===== src/sv/rcsw_pkg.sv =====
// Shared types, constants and the cos^2 weight table for the raised-cosine spectrum window.
`default_nettype none

package rcsw_pkg;

    // Field and register widths.
    localparam int MAX_DIM        = 4096;
    localparam int DIM_BITS       = 13;
    localparam int IDX_BITS       = 12;
    localparam int FRAC_BITS      = 4;
    localparam int DIST_BITS      = IDX_BITS + FRAC_BITS;
    localparam int CUTOFF_BITS    = 16;
    localparam int STEP_BITS      = 24;
    localparam int SAMPLE_BITS    = 24;
    localparam int CFG_ADDR_BITS  = 3;
    localparam int CFG_DATA_BITS  = 24;

    // Phase and table addressing.
    localparam int TABLE_BITS     = 10;
    localparam int TAB_LEN        = (1 << TABLE_BITS) + 1;
    localparam int K_BITS         = TABLE_BITS + 1;
    localparam int PHASE_FRAC     = 28;
    localparam int PHASE_BITS     = DIST_BITS + STEP_BITS;
    localparam int SAT_BITS       = PHASE_FRAC + 1;
    localparam int K_SHIFT        = PHASE_FRAC - TABLE_BITS;
    localparam int K_ROUND        = 1 << (K_SHIFT - 1);
    localparam logic [PHASE_BITS-1:0] PHASE_ONE = PHASE_BITS'(1) << PHASE_FRAC;

    // The table is read through banks of 256 entries and a final select.
    localparam int BANK_ADDR_BITS = 8;
    localparam int BANK_SEL_BITS  = TABLE_BITS - BANK_ADDR_BITS;
    localparam int NUM_BANKS      = 1 << BANK_SEL_BITS;

    // Weights and scaling.
    localparam int WEIGHT_BITS    = 17;
    localparam logic [WEIGHT_BITS-1:0] ONE_Q16 = WEIGHT_BITS'(65536);
    localparam int WPROD_BITS     = 2 * WEIGHT_BITS;
    localparam int SCALE_SHIFT    = 16;
    localparam int ROUND_HALF     = 1 << (SCALE_SHIFT - 1);
    localparam int MUL_BITS       = SAMPLE_BITS + WEIGHT_BITS + 1;

    // Pipeline depths.
    localparam int AXIS_STAGES    = 6;
    localparam int PIPE_LATENCY   = AXIS_STAGES + 3;

    // Configuration register indexes.
    typedef enum logic [CFG_ADDR_BITS-1:0] {
        REG_FRAME_COLS     = 3'd0,
        REG_FRAME_ROWS     = 3'd1,
        REG_CENTER_MODE    = 3'd2,
        REG_COL_CUTOFF     = 3'd3,
        REG_ROW_CUTOFF     = 3'd4,
        REG_COL_PHASE_STEP = 3'd5,
        REG_ROW_PHASE_STEP = 3'd6
    } cfg_reg_t;

    // One input beat.
    typedef struct packed {
        logic        [IDX_BITS-1:0]    row_index;
        logic        [IDX_BITS-1:0]    col_index;
        logic signed [SAMPLE_BITS-1:0] sample_re;
        logic signed [SAMPLE_BITS-1:0] sample_im;
    } rcsw_in_t;

    // One result beat.
    typedef struct packed {
        logic signed [SAMPLE_BITS-1:0] filtered_re;
        logic signed [SAMPLE_BITS-1:0] filtered_im;
    } rcsw_out_t;

    // Complex sample carried alongside the weight pipeline.
    typedef struct packed {
        logic signed [SAMPLE_BITS-1:0] re;
        logic signed [SAMPLE_BITS-1:0] im;
    } rcsw_cplx_t;

    // Per-axis settings handed from the register file to an axis pipeline.
    typedef struct packed {
        logic [DIM_BITS-1:0]    frame_size;
        logic [CUTOFF_BITS-1:0] cutoff;
        logic [STEP_BITS-1:0]   step;
        logic                   center;
    } rcsw_axis_cfg_t;

    typedef logic [WEIGHT_BITS-1:0] wtab_t [TAB_LEN];

    localparam logic [63:0] ONE_Q30 = 64'd1073741824;
    localparam logic [63:0] PI_Q30  = 64'd3373259426;

    // Taylor series denominators (2n-1)*(2n) for n = 1 to 8.
    localparam logic [63:0] TAYLOR_DIV [8] = '{64'd2, 64'd12, 64'd30, 64'd56,
                                               64'd90, 64'd132, 64'd182, 64'd240};

    // Cosine in Q30 by a Taylor series up to z^16/16!, clamped to [0, 1].
    function automatic logic [63:0] cos_q30(input logic [63:0] z);
        logic        [63:0] z2;
        logic        [63:0] term;
        logic signed [63:0] acc;
        z2   = (z * z) >> 30;
        term = ONE_Q30;
        acc  = $signed(ONE_Q30);
        for (int n = 1; n <= 8; n++)
        begin
            term = ((term * z2) >> 30) / TAYLOR_DIV[n-1];
            if ((n & 1) == 1)
                acc = acc - $signed(term);
            else
                acc = acc + $signed(term);
        end
        if (acc < 0)
            acc = 0;
        if (acc > $signed(ONE_Q30))
            acc = $signed(ONE_Q30);
        return 64'(acc);
    endfunction

    // The cos^2 table in Q1.16, built as (1 +/- cos z) / 2 and rounded.
    function automatic wtab_t build_wtab();
        wtab_t       t;
        logic [63:0] z;
        logic [63:0] num;
        for (int k = 0; k < TAB_LEN; k++)
        begin
            if (2 * k <= (1 << TABLE_BITS))
            begin
                z   = (PI_Q30 * 64'(k)) >> TABLE_BITS;
                num = ONE_Q30 + cos_q30(z);
            end
            else
            begin
                z   = (PI_Q30 * 64'((1 << TABLE_BITS) - k)) >> TABLE_BITS;
                num = ONE_Q30 - cos_q30(z);
            end
            t[k] = WEIGHT_BITS'((num + 64'd16384) >> 15);
        end
        return t;
    endfunction

    localparam wtab_t WTAB = build_wtab();
    localparam logic [WEIGHT_BITS-1:0] WTAB_LAST = WTAB[TAB_LEN-1];

endpackage

`default_nettype wire


===== src/sv/rcsw_cfg.sv =====
// Configuration register file for the raised-cosine spectrum window.
`default_nettype none

module rcsw_cfg
    import rcsw_pkg::*;
(
    input  wire logic                     clk,
    input  wire logic                     rst_n,
    input  wire logic                     wr_en,
    input  wire logic [CFG_ADDR_BITS-1:0] wr_index,
    input  wire logic [CFG_DATA_BITS-1:0] wr_data,
    output rcsw_axis_cfg_t                row_cfg,
    output rcsw_axis_cfg_t                col_cfg
);

    logic [DIM_BITS-1:0]    frame_cols_reg, frame_cols_next;
    logic [DIM_BITS-1:0]    frame_rows_reg, frame_rows_next;
    logic                   center_mode_reg, center_mode_next;
    logic [CUTOFF_BITS-1:0] col_cutoff_reg, col_cutoff_next;
    logic [CUTOFF_BITS-1:0] row_cutoff_reg, row_cutoff_next;
    logic [STEP_BITS-1:0]   col_step_reg, col_step_next;
    logic [STEP_BITS-1:0]   row_step_reg, row_step_next;

    // Decode a register write beat.
    always_comb
    begin
        frame_cols_next  = frame_cols_reg;
        frame_rows_next  = frame_rows_reg;
        center_mode_next = center_mode_reg;
        col_cutoff_next  = col_cutoff_reg;
        row_cutoff_next  = row_cutoff_reg;
        col_step_next    = col_step_reg;
        row_step_next    = row_step_reg;
        if (wr_en)
        begin
            case (cfg_reg_t'(wr_index))
                REG_FRAME_COLS:     frame_cols_next  = wr_data[DIM_BITS-1:0];
                REG_FRAME_ROWS:     frame_rows_next  = wr_data[DIM_BITS-1:0];
                REG_CENTER_MODE:    center_mode_next = wr_data[0];
                REG_COL_CUTOFF:     col_cutoff_next  = wr_data[CUTOFF_BITS-1:0];
                REG_ROW_CUTOFF:     row_cutoff_next  = wr_data[CUTOFF_BITS-1:0];
                REG_COL_PHASE_STEP: col_step_next    = wr_data[STEP_BITS-1:0];
                REG_ROW_PHASE_STEP: row_step_next    = wr_data[STEP_BITS-1:0];
                default:            ;
            endcase
        end
    end

    // Registers come out of reset with a 256 by 256 frame and a taper one tenth of the frame wide.
    always_ff @(posedge clk or negedge rst_n)
    begin
        if (!rst_n)
        begin
            frame_cols_reg  <= DIM_BITS'(256);
            frame_rows_reg  <= DIM_BITS'(256);
            center_mode_reg <= 1'b0;
            col_cutoff_reg  <= CUTOFF_BITS'(1638);
            row_cutoff_reg  <= CUTOFF_BITS'(1638);
            col_step_reg    <= STEP_BITS'(655360);
            row_step_reg    <= STEP_BITS'(655360);
        end
        else
        begin
            frame_cols_reg  <= frame_cols_next;
            frame_rows_reg  <= frame_rows_next;
            center_mode_reg <= center_mode_next;
            col_cutoff_reg  <= col_cutoff_next;
            row_cutoff_reg  <= row_cutoff_next;
            col_step_reg    <= col_step_next;
            row_step_reg    <= row_step_next;
        end
    end

    // Group the settings per axis.
    always_comb
    begin
        row_cfg.frame_size = frame_rows_reg;
        row_cfg.cutoff     = row_cutoff_reg;
        row_cfg.step       = row_step_reg;
        row_cfg.center     = center_mode_reg;
        col_cfg.frame_size = frame_cols_reg;
        col_cfg.cutoff     = col_cutoff_reg;
        col_cfg.step       = col_step_reg;
        col_cfg.center     = center_mode_reg;
    end

endmodule

`default_nettype wire


===== config.mk =====
export PLATFORM = sky130hd
export DESIGN_NAME = rcsw_cfg
export DESIGN_NICKNAME = d
export VERILOG_FILES = /design/src/sv/rcsw_pkg.sv /design/src/sv/rcsw_cfg.sv
export SDC_FILE = /design/constraint.sdc
export NUM_CORES = 1
export LEC_CHECK = 0
export BUFFER_PORTS_ARGS = -buffer_cell sky130_fd_sc_hd__buf_4
export CORE_MARGIN = 2
export CORE_UTILIZATION = 51
export CTS_BUF_LIST = sky130_fd_sc_hd__clkbuf_4 sky130_fd_sc_hd__clkbuf_8
export DETAILED_ROUTE_END_ITERATION = 10
export PLACE_DENSITY_LB_ADDON = 0.1
export SLEW_MARGIN = 20
export SYNTH_ARGS = -nofsm -noshare
export SYNTH_HDL_FRONTEND = slang
export SYNTH_SLANG_ARGS = --single-unit

===== constraint.sdc =====
create_clock -name clk -period 0.9 [get_ports clk]
set_input_delay 0.135 -clock clk [delete_from_list [all_inputs] [get_ports clk]]
set_output_delay 0.135 -clock clk [all_outputs]
set_load 0.005 [all_outputs]

After elaboration in Yosys (flattened, before gate mapping). Cells that the tools add are included.

Register bits after elaboration: 107. Word-level logic and storage cells: 21.

Equal/unequal tests: 6. Reductions and logical operators: 8.

Operators with widths (count): $reduce_and 2->1 (7); $eq 3x3->1 const B (3); $eq 3x2->1 const B (2); $eq 3x1->1 const B (1); $logic_not 3->1 (1).

Depth between registers and ports, before layout.
Word-level depth: 2. Depth in mapped cells: 5.

Least setup slack after synthesis. OpenSTA, ideal clock, no wires.

Path kind: input to register. From: in wr_index[1]. To: reg row_cutoff_reg[11]. Arrival: 1.187 ns. Required time: 0.775 ns. Slack: -0.412 ns. Cell stages on the path: 5. Buffers on the path: 3. Cell sequence: buf_2 -> nor4bb_2 -> buf_6 -> buf_12 -> mux2_4.

Longest elaborated chain between the ends: 2.

Ends and longest elaborated chain: from (decl) (line rcsw_cfg.sv:10) `input wire logic [CFG_ADDR_BITS-1:0] wr_index,`; $eq 3x3->1 (line rcsw_cfg.sv:36) `case (cfg_reg_t'(wr_index))`; $reduce_and 2->1 (no line); to (signal assigned) (line rcsw_cfg.sv:68) `row_cutoff_reg <= row_cutoff_next;`; to (decl) (line rcsw_cfg.sv:20) `logic [CUTOFF_BITS-1:0] row_cutoff_reg, row_cutoff_next;`.

Every way passes these cells. A chain may end at the register's enable or synchronous reset.

Worst setup path after layout.
From: reg row_cutoff_reg[6]. To: out row_cfg[31] in the netlist's numbering.

RTL lines: to (decl) (line rcsw_cfg.sv:12) `output rcsw_axis_cfg_t row_cfg,`.

No word-level cell between the ends.

==> key figures <==
Status
  • Status: finished with violations
  • Failing checks: negative setup slack

Critical path
  • Number of buffers and inverters on the critical path: 1
  • Launching point of the worst reg2reg path: col_step_reg[12]$_DFFE_PN0P_
  • Setup CP Type: reg -> out
  • Arrival time worst endpoint: 1050 ps
  • Reg-to-reg slack, setup: -60 ps
  • Critical Path RT: 760 ps
  • Worst path slowest cell: dfstp_2
  • Critical path capture point type: primary output
  • CP max stage delay: 580 ps
  • Worst r2r path cells: 2
  • Worst-path fanout max: 2
  • CP top delay family: flip-flops
  • Crit start category: flip-flop
  • Critical-path cell list: buf_6
  • R2r endpoint: col_step_reg[12]$_DFFE_PN0P_

STA
  • Maximum clock rate: 842 MHz
  • Max_slew headroom: 79.6%
  • Final Worst Setup Slack: -287 ps
  • Fin crit period: 1190 ps
  • Period Utilization, post-route: 132%
  • Final setup violation count: 136
  • Fin. Hold Viols: 0
  • RSZ-0062 raised after global routing: yes
  • Slew at the pin closest to its max-slew limit: 306 ps
  • Layout Skew: 0 ps
  • Fin. max-slew vios: 0
  • Hold slack final: 30.9 ps

Power and ir drop
  • Pwr Density: 2240 nW/um^2
  • Int Power: 11900 uW
  • Seq pwr share: 43.3%
  • P_sw: 4130 uW
  • Combinational power share: 35.8%
  • Switching Fraction: 25.7%
  • VDD IR max: 0.00168 V
  • Clock share of power: 21.0%
  • Leakage power: 0.00359 uW

Logic synthesis
  • Post-synth top area cell: dfrtp_1
  • Mean Syn Cell Area: 18.5 sq um
  • Syn Nets: 265
  • Synthesis Warnings: 0
  • Seq cells post-synth: 107
  • Synth area leaders: dfrtp_1 51%, mux2_2 16%, mux2_4 14%, dfstp_2 11%, buf_6 2.1%
  • Post-synthesis sequential area ratio: 62.2%
  • Synth unique cells: 14
  • Cells after synthesis: 235
  • Post-synth top area share: 51.3%
  • Synthesized area: 4340 sq um

Clock tree
  • CTS Buffer Depth: 2
  • CTS root buffer: clkbuf_8
  • CTS tree: done
  • CTS H-tree lvls: 3
  • Worst-path clk slew: 110 ps
  • Inserted Clock Buffers: 9
  • Num Clock Sinks: 107
  • Clock latency on the worst-skew pair: 360 ps

Final layout
  • Nets@finish: 494
  • # fillers: 335
  • Share of cells above drive strength 1: 78.9%
  • Diodes inserted: 0
  • Final instance area: 7160 sq um
  • Layout area overhead: 65.0%

Global routing
  • Vias in the first global route: 3097
  • Gr ovfl total: 0
  • GR Util All Layers: 25.2%
  • Initial antenna violation count: 0
  • Largest net degree at the start of global routing: 29
  • Wire length of the first global-routing pass: 17.2 mm

Drt
  • Drt drc: 0
  • Routed length per instance: 21.1 microns
  • Pre-Repair DR Iteration Count: 4
  • Vias per cell: 5.10
  • DR vias: 2926
  • Routed wire length: 12.1 mm
  • ANT nets after route: 0
  • Iter 0 DRT Violations: 88

Floorplan
  • Die width: 96.2 microns
  • # rows: 33
  • # IOs: 138
  • Core area: 8220 sq um
  • Total die area: 9260 sq um
  • Initial core utilization: 52.8%
  • Die Span Y: 96.2 microns

Place
  • GPL Wtd Cong: 0.743
  • Port Buf Inserts: 137
  • Post-DP Area: 5790 sq um
  • Hpwl dp: 6.99 mm

Min path
  • Worst Hold Depth: 2
  • Worst Hold End: row_cutoff_reg[15]$_DFFE_PN0P_
  • Worst hold start: wr_data[15]
  • Worst hold path class: in -> reg

Run
  • Maxcap violations: 0
[cells in the final DEF (no fill, tap or decap)]
cell and n:
buf_12 8, mux2_1 1, bufinv_16 2, dfstp_2 18
dlygate4sd3_1 9, nand4b_4 3, buf_6 150, nor4b_4 1
mux2_2 24, nor4bb_4 1, dfrtp_1 89, buf_8 1
inv_6 3, and4bb_4 1, mux2_4 82, clkbuf_8 10
clkinvlp_4 1, and4bb_2 1, buf_4 64
[metal layers]
metal	wire (microns)	part of all wire (%)	global-route usage, %	up-vias
met3	669	5.5	7.20	12
met2	6400	53	42.2	89
met4	111	0.92	5.71	0
li1	-	-	-	1288
met1	4930	41	32.7	1537
met5	0	0	0	-
[power groups by stage]
stage	registers (uW)	logic [uW]	clock network, uW
2_1_floorplan	6700	1550	0
3_3_place_gp	6690	3710	0
3_5_place_dp	6730	3810	0
4_1_cts	6800	5270	3420
5_1_grt	7050	6100	3630
6_report	6950	5740	3360
[worst max path at each step]
| stage | to | cells after the start | from | slack (ps) |
|---|---|---|---|---|
| floorplan | row_cutoff_reg[11]$_DFFE_PN0P_ | 5 | wr_index[1] | -340 |
| global placement | row_cutoff_reg[15]$_DFFE_PN0P_ | 4 | wr_index[1] | -400 |
| detailed placement | row_cutoff_reg[15]$_DFFE_PN0P_ | 4 | wr_index[1] | -460 |
| CTS | row_cfg[31] | 1 | row_cutoff_reg[6]$_DFFE_PN1P_ | -290 |
| global route | row_cfg[31] | 1 | row_cutoff_reg[6]$_DFFE_PN1P_ | -320 |
| finish | row_cfg[31] | 1 | row_cutoff_reg[6]$_DFFE_PN1P_ | -290 |
[cells by family (layout without fill, tap and decap cells)]
| kind of cell | Yosys count | count (layout) | share of synthesized area, % |
|---|---|---|---|
| mux | 107 | 107 | 31.2 |
| flops | 107 | 107 | 62.2 |
| buf+inv | 14 | 248 | 3.29 |
| simple gates | 7 | 7 | 3.23 |
[synthesized netlist by cell type]
cell type / count
buf_6: 8
mux2_1: 4
and4bb_4: 1
nand4b_4: 3
nor4b_4: 1
buf_12: 1
buf_2: 2
mux2_4: 40
buf_4: 3
and4bb_2: 1
dfstp_2: 18
mux2_2: 63
dfrtp_1: 89
nor4bb_2: 1
[area by class of cell]
cell class | count | area (sq um) | area share [%]
clock inverters | 6 | 93.8 | 1.31
repair buffers | 232 | 2430 | 34.0
well taps | 105 | 131 | 1.84
clock buffers | 10 | 138 | 1.92
multi-input cells | 114 | 1660 | 23.2
flip-flops and latches | 107 | 2700 | 37.7
[what timing repair did]
action,CTS,global route
pin swaps,1,1
hold endpoints to repair,104,1
setup endpoints to repair,119,154
setup buffers,50,17
resized for setup,117,42
hold buffers,8,1
[through the flow]
step           power, uW  utilization (%)  setup TNS, ps  setup WS (ps)  instances
2_1_floorplan       8250                -         -18210           -340        235
3_5_place_dp       10500             70.5         -36500           -458        489
4_1_cts            15500             84.2         -17590           -290        563
6_report           16100             87.1         -17060           -287        574
5_1_grt            16800             87.1         -21960           -321        574
3_3_place_gp       10400             70.5         -34010           -398        489
Note: power is estimated with default switching activity, not from simulation.
