**src/sv/rcsw_pkg.sv**
```systemverilog
// Shared types, constants and the cos^2 weight table for the raised-cosine spectrum window.
`default_nettype none

package rcsw_pkg;

    // Field and register widths.
    localparam int MAX_DIM        = 4096;
    localparam int DIM_BITS       = 13;
    localparam int IDX_BITS       = 12;
    localparam int FRAC_BITS      = 4;
    localparam int DIST_BITS      = IDX_BITS + FRAC_BITS;
    localparam int CUTOFF_BITS    = 16;
    localparam int STEP_BITS      = 24;
    localparam int SAMPLE_BITS    = 24;
    localparam int CFG_ADDR_BITS  = 3;
    localparam int CFG_DATA_BITS  = 24;

    // Phase and table addressing.
    localparam int TABLE_BITS     = 10;
    localparam int TAB_LEN        = (1 << TABLE_BITS) + 1;
    localparam int K_BITS         = TABLE_BITS + 1;
    localparam int PHASE_FRAC     = 28;
    localparam int PHASE_BITS     = DIST_BITS + STEP_BITS;
    localparam int SAT_BITS       = PHASE_FRAC + 1;
    localparam int K_SHIFT        = PHASE_FRAC - TABLE_BITS;
    localparam int K_ROUND        = 1 << (K_SHIFT - 1);
    localparam logic [PHASE_BITS-1:0] PHASE_ONE = PHASE_BITS'(1) << PHASE_FRAC;

    // The table is read through banks of 256 entries and a final select.
    localparam int BANK_ADDR_BITS = 8;
    localparam int BANK_SEL_BITS  = TABLE_BITS - BANK_ADDR_BITS;
    localparam int NUM_BANKS      = 1 << BANK_SEL_BITS;

    // Weights and scaling.
    localparam int WEIGHT_BITS    = 17;
    localparam logic [WEIGHT_BITS-1:0] ONE_Q16 = WEIGHT_BITS'(65536);
    localparam int WPROD_BITS     = 2 * WEIGHT_BITS;
    localparam int SCALE_SHIFT    = 16;
    localparam int ROUND_HALF     = 1 << (SCALE_SHIFT - 1);
    localparam int MUL_BITS       = SAMPLE_BITS + WEIGHT_BITS + 1;

    // Pipeline depths.
    localparam int AXIS_STAGES    = 6;
    localparam int PIPE_LATENCY   = AXIS_STAGES + 3;

    // Configuration register indexes.
    typedef enum logic [CFG_ADDR_BITS-1:0] {
        REG_FRAME_COLS     = 3'd0,
        REG_FRAME_ROWS     = 3'd1,
        REG_CENTER_MODE    = 3'd2,
        REG_COL_CUTOFF     = 3'd3,
        REG_ROW_CUTOFF     = 3'd4,
        REG_COL_PHASE_STEP = 3'd5,
        REG_ROW_PHASE_STEP = 3'd6
    } cfg_reg_t;

    // One input beat.
    typedef struct packed {
        logic        [IDX_BITS-1:0]    row_index;
        logic        [IDX_BITS-1:0]    col_index;
        logic signed [SAMPLE_BITS-1:0] sample_re;
        logic signed [SAMPLE_BITS-1:0] sample_im;
    } rcsw_in_t;

    // One result beat.
    typedef struct packed {
        logic signed [SAMPLE_BITS-1:0] filtered_re;
        logic signed [SAMPLE_BITS-1:0] filtered_im;
    } rcsw_out_t;

    // Complex sample carried alongside the weight pipeline.
    typedef struct packed {
        logic signed [SAMPLE_BITS-1:0] re;
        logic signed [SAMPLE_BITS-1:0] im;
    } rcsw_cplx_t;

    // Per-axis settings handed from the register file to an axis pipeline.
    typedef struct packed {
        logic [DIM_BITS-1:0]    frame_size;
        logic [CUTOFF_BITS-1:0] cutoff;
        logic [STEP_BITS-1:0]   step;
        logic                   center;
    } rcsw_axis_cfg_t;

    typedef logic [WEIGHT_BITS-1:0] wtab_t [TAB_LEN];

    localparam logic [63:0] ONE_Q30 = 64'd1073741824;
    localparam logic [63:0] PI_Q30  = 64'd3373259426;

    // Taylor series denominators (2n-1)*(2n) for n = 1 to 8.
    localparam logic [63:0] TAYLOR_DIV [8] = '{64'd2, 64'd12, 64'd30, 64'd56,
                                               64'd90, 64'd132, 64'd182, 64'd240};

    // Cosine in Q30 by a Taylor series up to z^16/16!, clamped to [0, 1].
    function automatic logic [63:0] cos_q30(input logic [63:0] z);
        logic        [63:0] z2;
        logic        [63:0] term;
        logic signed [63:0] acc;
        z2   = (z * z) >> 30;
        term = ONE_Q30;
        acc  = $signed(ONE_Q30);
        for (int n = 1; n <= 8; n++)
        begin
            term = ((term * z2) >> 30) / TAYLOR_DIV[n-1];
            if ((n & 1) == 1)
                acc = acc - $signed(term);
            else
                acc = acc + $signed(term);
        end
        if (acc < 0)
            acc = 0;
        if (acc > $signed(ONE_Q30))
            acc = $signed(ONE_Q30);
        return 64'(acc);
    endfunction

    // The cos^2 table in Q1.16, built as (1 +/- cos z) / 2 and rounded.
    function automatic wtab_t build_wtab();
        wtab_t       t;
        logic [63:0] z;
        logic [63:0] num;
        for (int k = 0; k < TAB_LEN; k++)
        begin
            if (2 * k <= (1 << TABLE_BITS))
            begin
                z   = (PI_Q30 * 64'(k)) >> TABLE_BITS;
                num = ONE_Q30 + cos_q30(z);
            end
            else
            begin
                z   = (PI_Q30 * 64'((1 << TABLE_BITS) - k)) >> TABLE_BITS;
                num = ONE_Q30 - cos_q30(z);
            end
            t[k] = WEIGHT_BITS'((num + 64'd16384) >> 15);
        end
        return t;
    endfunction

    localparam wtab_t WTAB = build_wtab();
    localparam logic [WEIGHT_BITS-1:0] WTAB_LAST = WTAB[TAB_LEN-1];

endpackage

`default_nettype wire

```
**src/sv/rcsw_scale.sv**
```systemverilog
// Three-stage pipeline that combines the two axis weights and scales the sample.
`default_nettype none

module rcsw_scale
    import rcsw_pkg::*;
(
    input  wire logic                   clk,
    input  wire logic                   rst_n,
    input  wire logic                   in_valid,
    input  wire logic [WEIGHT_BITS-1:0] row_weight,
    input  wire logic [WEIGHT_BITS-1:0] col_weight,
    input  wire rcsw_cplx_t             sample,
    output logic                        out_valid,
    output rcsw_out_t                   result
);

    logic t1_valid_reg, t2_valid_reg, done_reg;

    // Stage 1: combined weight.
    logic [WPROD_BITS-1:0]  wprod;
    logic [WEIGHT_BITS-1:0] w_next;
    logic [WEIGHT_BITS-1:0] w_reg;
    rcsw_cplx_t             samp_reg;

    // Stage 2: sample products.
    logic signed [MUL_BITS-1:0] re_prod_next, im_prod_next;
    logic signed [MUL_BITS-1:0] re_prod_reg, im_prod_reg;

    // Stage 3: rounded results.
    logic signed [MUL_BITS-1:0] re_sum, im_sum;
    rcsw_out_t                  result_next;
    rcsw_out_t                  result_reg;

    always_ff @(posedge clk or negedge rst_n)
    begin
        if (!rst_n)
        begin
            t1_valid_reg <= 1'b0;
            t2_valid_reg <= 1'b0;
            done_reg     <= 1'b0;
        end
        else
        begin
            t1_valid_reg <= in_valid;
            t2_valid_reg <= t1_valid_reg;
            done_reg     <= t2_valid_reg;
        end
    end

    // Stage 1: product of the axis weights, rounded back to Q1.16.
    always_comb
    begin
        wprod  = WPROD_BITS'(row_weight) * WPROD_BITS'(col_weight);
        w_next = WEIGHT_BITS'((wprod + WPROD_BITS'(ROUND_HALF)) >> SCALE_SHIFT);
    end

    always_ff @(posedge clk)
    begin
        w_reg    <= w_next;
        samp_reg <= sample;
    end

    // Stage 2: signed sample times the unsigned weight.
    always_comb
    begin
        re_prod_next = MUL_BITS'(samp_reg.re) * MUL_BITS'($signed({1'b0, w_reg}));
        im_prod_next = MUL_BITS'(samp_reg.im) * MUL_BITS'($signed({1'b0, w_reg}));
    end

    always_ff @(posedge clk)
    begin
        re_prod_reg <= re_prod_next;
        im_prod_reg <= im_prod_next;
    end

    // Stage 3: round half up; the result never exceeds the input magnitude.
    always_comb
    begin
        re_sum                  = re_prod_reg + MUL_BITS'(ROUND_HALF);
        im_sum                  = im_prod_reg + MUL_BITS'(ROUND_HALF);
        result_next.filtered_re = re_sum[SCALE_SHIFT +: SAMPLE_BITS];
        result_next.filtered_im = im_sum[SCALE_SHIFT +: SAMPLE_BITS];
    end

    always_ff @(posedge clk)
    begin
        result_reg <= result_next;
    end

    assign out_valid = done_reg;
    assign result    = result_reg;

endmodule

`default_nettype wire

```
**config.mk**
```make
export PLATFORM = sky130hd
export DESIGN_NAME = rcsw_scale
export DESIGN_NICKNAME = d
export VERILOG_FILES = /design/src/sv/rcsw_pkg.sv /design/src/sv/rcsw_scale.sv
export SDC_FILE = /design/constraint.sdc
export NUM_CORES = 2
export LEC_CHECK = 0
export BUFFER_PORTS_ARGS = -buffer_cell sky130_fd_sc_hd__buf_2
export CORE_UTILIZATION = 55
export DETAILED_ROUTE_END_ITERATION = 12
export HOLD_SLACK_MARGIN = 0.06
export PLACE_DENSITY_LB_ADDON = 0.08
export SLEW_MARGIN = 40
export SYNTH_ARGS = -nofsm -noshare
export SYNTH_HDL_FRONTEND = slang
export SYNTH_SLANG_ARGS = --single-unit
```
**constraint.sdc**
```tcl
create_clock -name clk -period 7.89 [get_ports clk]
set_clock_uncertainty 0.05 [all_clocks]
set_input_delay 1.1835 -clock clk [delete_from_list [all_inputs] [get_ports clk]]
set_output_delay 1.1835 -clock clk [all_outputs]
set_load 0.03 [all_outputs]
```
After elaboration in Yosys (flattened, before gate mapping)
Cells that the tools add are included.
{"block": "totals", "regBits": 196, "latchBits": 0, "ram_bits": 0, "romBits": 0, "inputBits": 85, "elab_cells": 16, "n_memories": 0}
{"block": "op_classes", "add_sub_neg": 3, "multipliers": 3, "div": 0, "n_lt_le_gt_ge": 0, "n_eq_ne": 0, "shift": 0, "muxes": 0, "bitwise": 0, "reduce_logical": 0}
{"cell": "40-bit by 17-bit adder with 40-bit output, second input constant", "n": 2}
{"cell": "24-bit by 18-bit multiplier with 40-bit output", "n": 2}
{"cell": "33-bit by 16-bit adder with 33-bit output, second input constant", "n": 1}
{"cell": "17-bit by 17-bit multiplier with 33-bit output", "n": 1}

Longest topological paths before layout
{"block": "logic_depth", "word_depth": 2, "mapped_depth": 24}

Least setup slack after synthesis
Ideal clock, no wire load.
{"block": "synth_timing", "path_type": "in2reg", "start": "in col_weight[10]", "end": "reg w_reg[10]", "setup_time_ns": 0.106, "arrival_ns": 6.447, "setup_slack_ns": 1.287, "path_stages": 23, "n_path_buf": 2, "cell_sequence": "clkbuf_1 > clkbuf_1 > nand2_1 > fa_1 > inv_1 > fa_1 > inv_1 > fa_1 > inv_1 > fa_1 > fa_1 > inv_1 > fa_1 > inv_1 > ha_1 > o21a_1 > and3_1 > a32oi_1 > nand2_1 > o21ai_1 > a21boi_0 > or4_1 > o311ai_0"}
{"block": "synth_between", "elab_chain_cells": 2}
{"item": "start: declaration", "line": "rcsw_scale.sv:11", "source": "input wire logic [WEIGHT_BITS-1:0] col_weight,"}
{"item": "17-bit by 17-bit multiplier with 33-bit output", "line": "rcsw_scale.sv:53", "source": "wprod = WPROD_BITS'(row_weight) * WPROD_BITS'(col_weight);"}
{"item": "33-bit by 16-bit adder with 33-bit output", "line": "rcsw_scale.sv:54", "source": "w_next = WEIGHT_BITS'((wprod + WPROD_BITS'(ROUND_HALF)) >> SCALE_SHIFT);"}
{"item": "named net w_next[10]", "line": "rcsw_scale.sv:21", "source": "logic [WEIGHT_BITS-1:0] w_next;"}
{"item": "end signal: assignment", "line": "rcsw_scale.sv:59", "source": "w_reg <= w_next;"}
{"item": "end: declaration", "line": "rcsw_scale.sv:22", "source": "logic [WEIGHT_BITS-1:0] w_reg;"}
The timed path passes the listed nets, and every way through them passes these cells.

Worst setup path in the final report
{"block": "layout_timing", "start": "reg w_reg[6]", "end": "reg re_prod_reg[39]"}
{"block": "layout_between", "elab_chain_cells": 1}
{"item": "24-bit by 18-bit multiplier with 40-bit output", "line": "rcsw_scale.sv:66", "source": "re_prod_next = MUL_BITS'(samp_reg.re) * MUL_BITS'($signed({1'b0, w_reg}));"}
{"item": "named net re_prod_next[39]", "line": "rcsw_scale.sv:26", "source": "logic signed [MUL_BITS-1:0] re_prod_next, im_prod_next;"}
{"item": "end signal: assignment", "line": "rcsw_scale.sv:72", "source": "re_prod_reg <= re_prod_next;"}
{"item": "end: declaration", "line": "rcsw_scale.sv:27", "source": "logic signed [MUL_BITS-1:0] re_prod_reg, im_prod_reg;"}
The timed path passes the listed nets, and every way through them passes these cells.

==> results.toml <==
[run_status]
status = "complete, no violations"

[critical_path]
worst_r2r_path_depth = 21
crit_path_end_kind = "flip-flop"
crit_buf_inv = 5
r2r-start = "w_reg[6]"
slowest_stage = "dfxtp_1"
critPathTopFamily = "adder cells"
crit_top_cell = "fa_1"
worstSetupPathType = "reg -> reg"
timing.rr.end = "re_prod_reg[39]"
slowest_delay_ps = 760
critPathMaxFanout = 23
crit_path_start_kind = "flip-flop"
cp_data_arrival_time_ps = 7110
cp_cell_sequence = "buf_4 > and2_1 > fa_1 > inv_1 > fa_1 > fa_1 > inv_1 > fa_1 > fa_1 > inv_1 > fa_1 > inv_1 > ha_1 > and2_1 > a311o_1 > a31oi_4 > nor4_2 > o41ai_4 > o22ai_1 > a211oi_2 > xnor2_1"
reg2reg_slack_ps = 1100
crit_required_ps = 8210

[sta]
hold_violations = 0
setup_violations = 0
rsz0062_at_grt = "no"
finalMaxSlewViolations = 0
worst-slew-pin-transition_ps = 919.9
max_freq_mhz = 147.4
maxSlewHeadroom = 0.3859
layout_worst_path_cycle_share = 0.8600
fin_ws_ps = 1105
finalSetupTns_ps = 0
post-route-min-period_ps = 6785

[layout]
layout_common_cells = "inv_1, fa_1, nand2_1"
layout.cells.most_common = "inv_1"
fillerInstances = 6570
drive_gt1_frac = 0.05559
ff_latch_area_um2 = 3357
syn_to_final_growth_pct = 5.461
multi_input_area_um2 = 32670
fin_nets = 5850
fin_cells = 5439

[clock_network]
hold_buffers = 0
cts-root-buf = "clkbuf_16"
cts.clk_slew.worst_paths_ps = 90
cts.sinks = 166
clk_latency_ps = 510
cts.path.max_buffers = 2
htreeDepth = 4
post_cts_resized = 0
tritoncts = "done"
cts_setup_buffers = 0
cts_buffers = 17

[logic_synthesis]
ys.flop_type = "dfxtp_1"
synthArstFlopShare = 0.01807
syn_inst = 4437
synth-edff-count = 0
syn-cell-area_um2 = 41100
synth_seq_cells = 166
yosysWarnings = 0
syn_nets = 5821
ys_types = 62
synth-seq-area-share = 0.08122
synth.avg_cell_area_um2 = 9.263

[floorplanning]
die_h_um = 275.4
rows = 99
core-area_um2 = 73450
io-pin-count = 134
die_w_um = 275.4
die_area_um2 = 75830
start_util = 0.5595

[grt]
grt_max_degree = 49
grt_pass1_vias = 30580
groute.usage.overall = 0.2682
antenna_found_initial = 0
grt_overflow = 0
grt_first_pass_wirelength_mm = 158.4

[detailed_routing]
viasPerCell = 5.074
drt-pass1-iter-count = 5
ant_nets = 0
wl_per_cell_um = 16.96
drc = 0
drt_iter0_markers = 1274
vias = 27600
wl_mm = 92.27

[place]
io_buffers = 133
dp.cells = 5406
place_ws_ps = 834.1
post-dp-hpwl_mm = 75.66
globalplace.congestion = 0.8444

[hold_path]
hold_end = "out_valid"
worstHoldStart = "t2_valid_reg"
hold_path_depth = 0
hold_path_class = "reg -> reg"

[job]
cap_viol_max_count = 0
cells by family (layout without fill, tap and decap cells):
group | Yosys count | count (layout) | synth area share
compound gates | 162 | 162 | 0.02968
xor+xnor | 137 | 137 | 0.02919
fa+ha+maj | 1299 | 1299 | 0.5776
buf+inv | 1357 | 1399 | 0.1239
flops | 166 | 166 | 0.08122
other cells | 0 | 1 | 0
simple gates | 1316 | 1316 | 0.1584
stage by stage:
| stage | util | hold WS [ps] | instance area [um2] |
|---|---|---|---|
| after global placement | 0.5815 | 284.3 | 42710 |
| after floorplan | - | 281.2 | 41100 |
| after detailed placement | 0.5815 | 288.1 | 42710 |
| final | 0.5901 | 307.1 | 43350 |
| after CTS | 0.5900 | 309.4 | 43340 |
| after global routing | 0.5901 | 320.7 | 43340 |
how the worst max path moves through the flow:
stage	start	end	slack, ps	cells after the start
final	w_reg[6]	re_prod_reg[39]	1100	21
after global routing	w_reg[6]	im_prod_reg[35]	720	21
after CTS	w_reg[6]	re_prod_reg[39]	1090	21
after detailed placement	row_weight[10]	w_reg[10]	830	20
after global placement	row_weight[8]	w_reg[10]	960	21
after floorplan	col_weight[10]	w_reg[10]	1290	23
layer usage:
layer | vias to the layer above | part of all wire | track usage
li1 | 12740 | - | -
met2 | 662 | 0.48 | 0.4439
met5 | - | 0 | 0
met3 | 105 | 0.053 | 0.03819
met4 | 0 | 0.019 | 0.06150
met1 | 14090 | 0.45 | 0.3754
cells in the mapped netlist, types with 4 or more instances:
cell type | count | area [um2]
xor2_1 | 38 | 332.8
nand2_1 | 623 | 2338
nor2_1 | 50 | 187.7
o21a_1 | 4 | 30.03
ha_1 | 302 | 3779
and2_1 | 522 | 3266
nand4_1 | 13 | 81.33
fa_1 | 997 | 19960
and4_1 | 5 | 43.79
nand3_1 | 38 | 190.2
a21o_1 | 31 | 232.7
o21ai_1 | 6 | 30.03
o21ai_0 | 14 | 70.07
inv_1 | 1188 | 4459
and3_1 | 17 | 106.4
o21bai_1 | 5 | 37.54
dfxtp_1 | 163 | 3263
a211oi_2 | 4 | 50.05
a211oi_1 | 11 | 82.58
a31oi_1 | 5 | 31.28
a21oi_1 | 40 | 200.2
nor3_1 | 21 | 105.1
nor2b_1 | 7 | 43.79
xnor2_1 | 99 | 867.1
o211ai_1 | 7 | 52.55
clkbuf_1 | 169 | 634.4
area by class of cell:
class | count | share of cell area
antenna | 1 | 0.00005773
clock buffer | 17 | 0.009814
clock inverter | 15 | 0.004532
inverter | 1188 | 0.1029
multi-input combinational | 2914 | 0.7537
sequential | 166 | 0.07745
tap | 959 | 0.02768
timing repair buffer | 179 | 0.02390
Power is left out: the tool's default activity adds up to more than one toggle a clock period on the data nets, which glitch-free logic cannot reach.
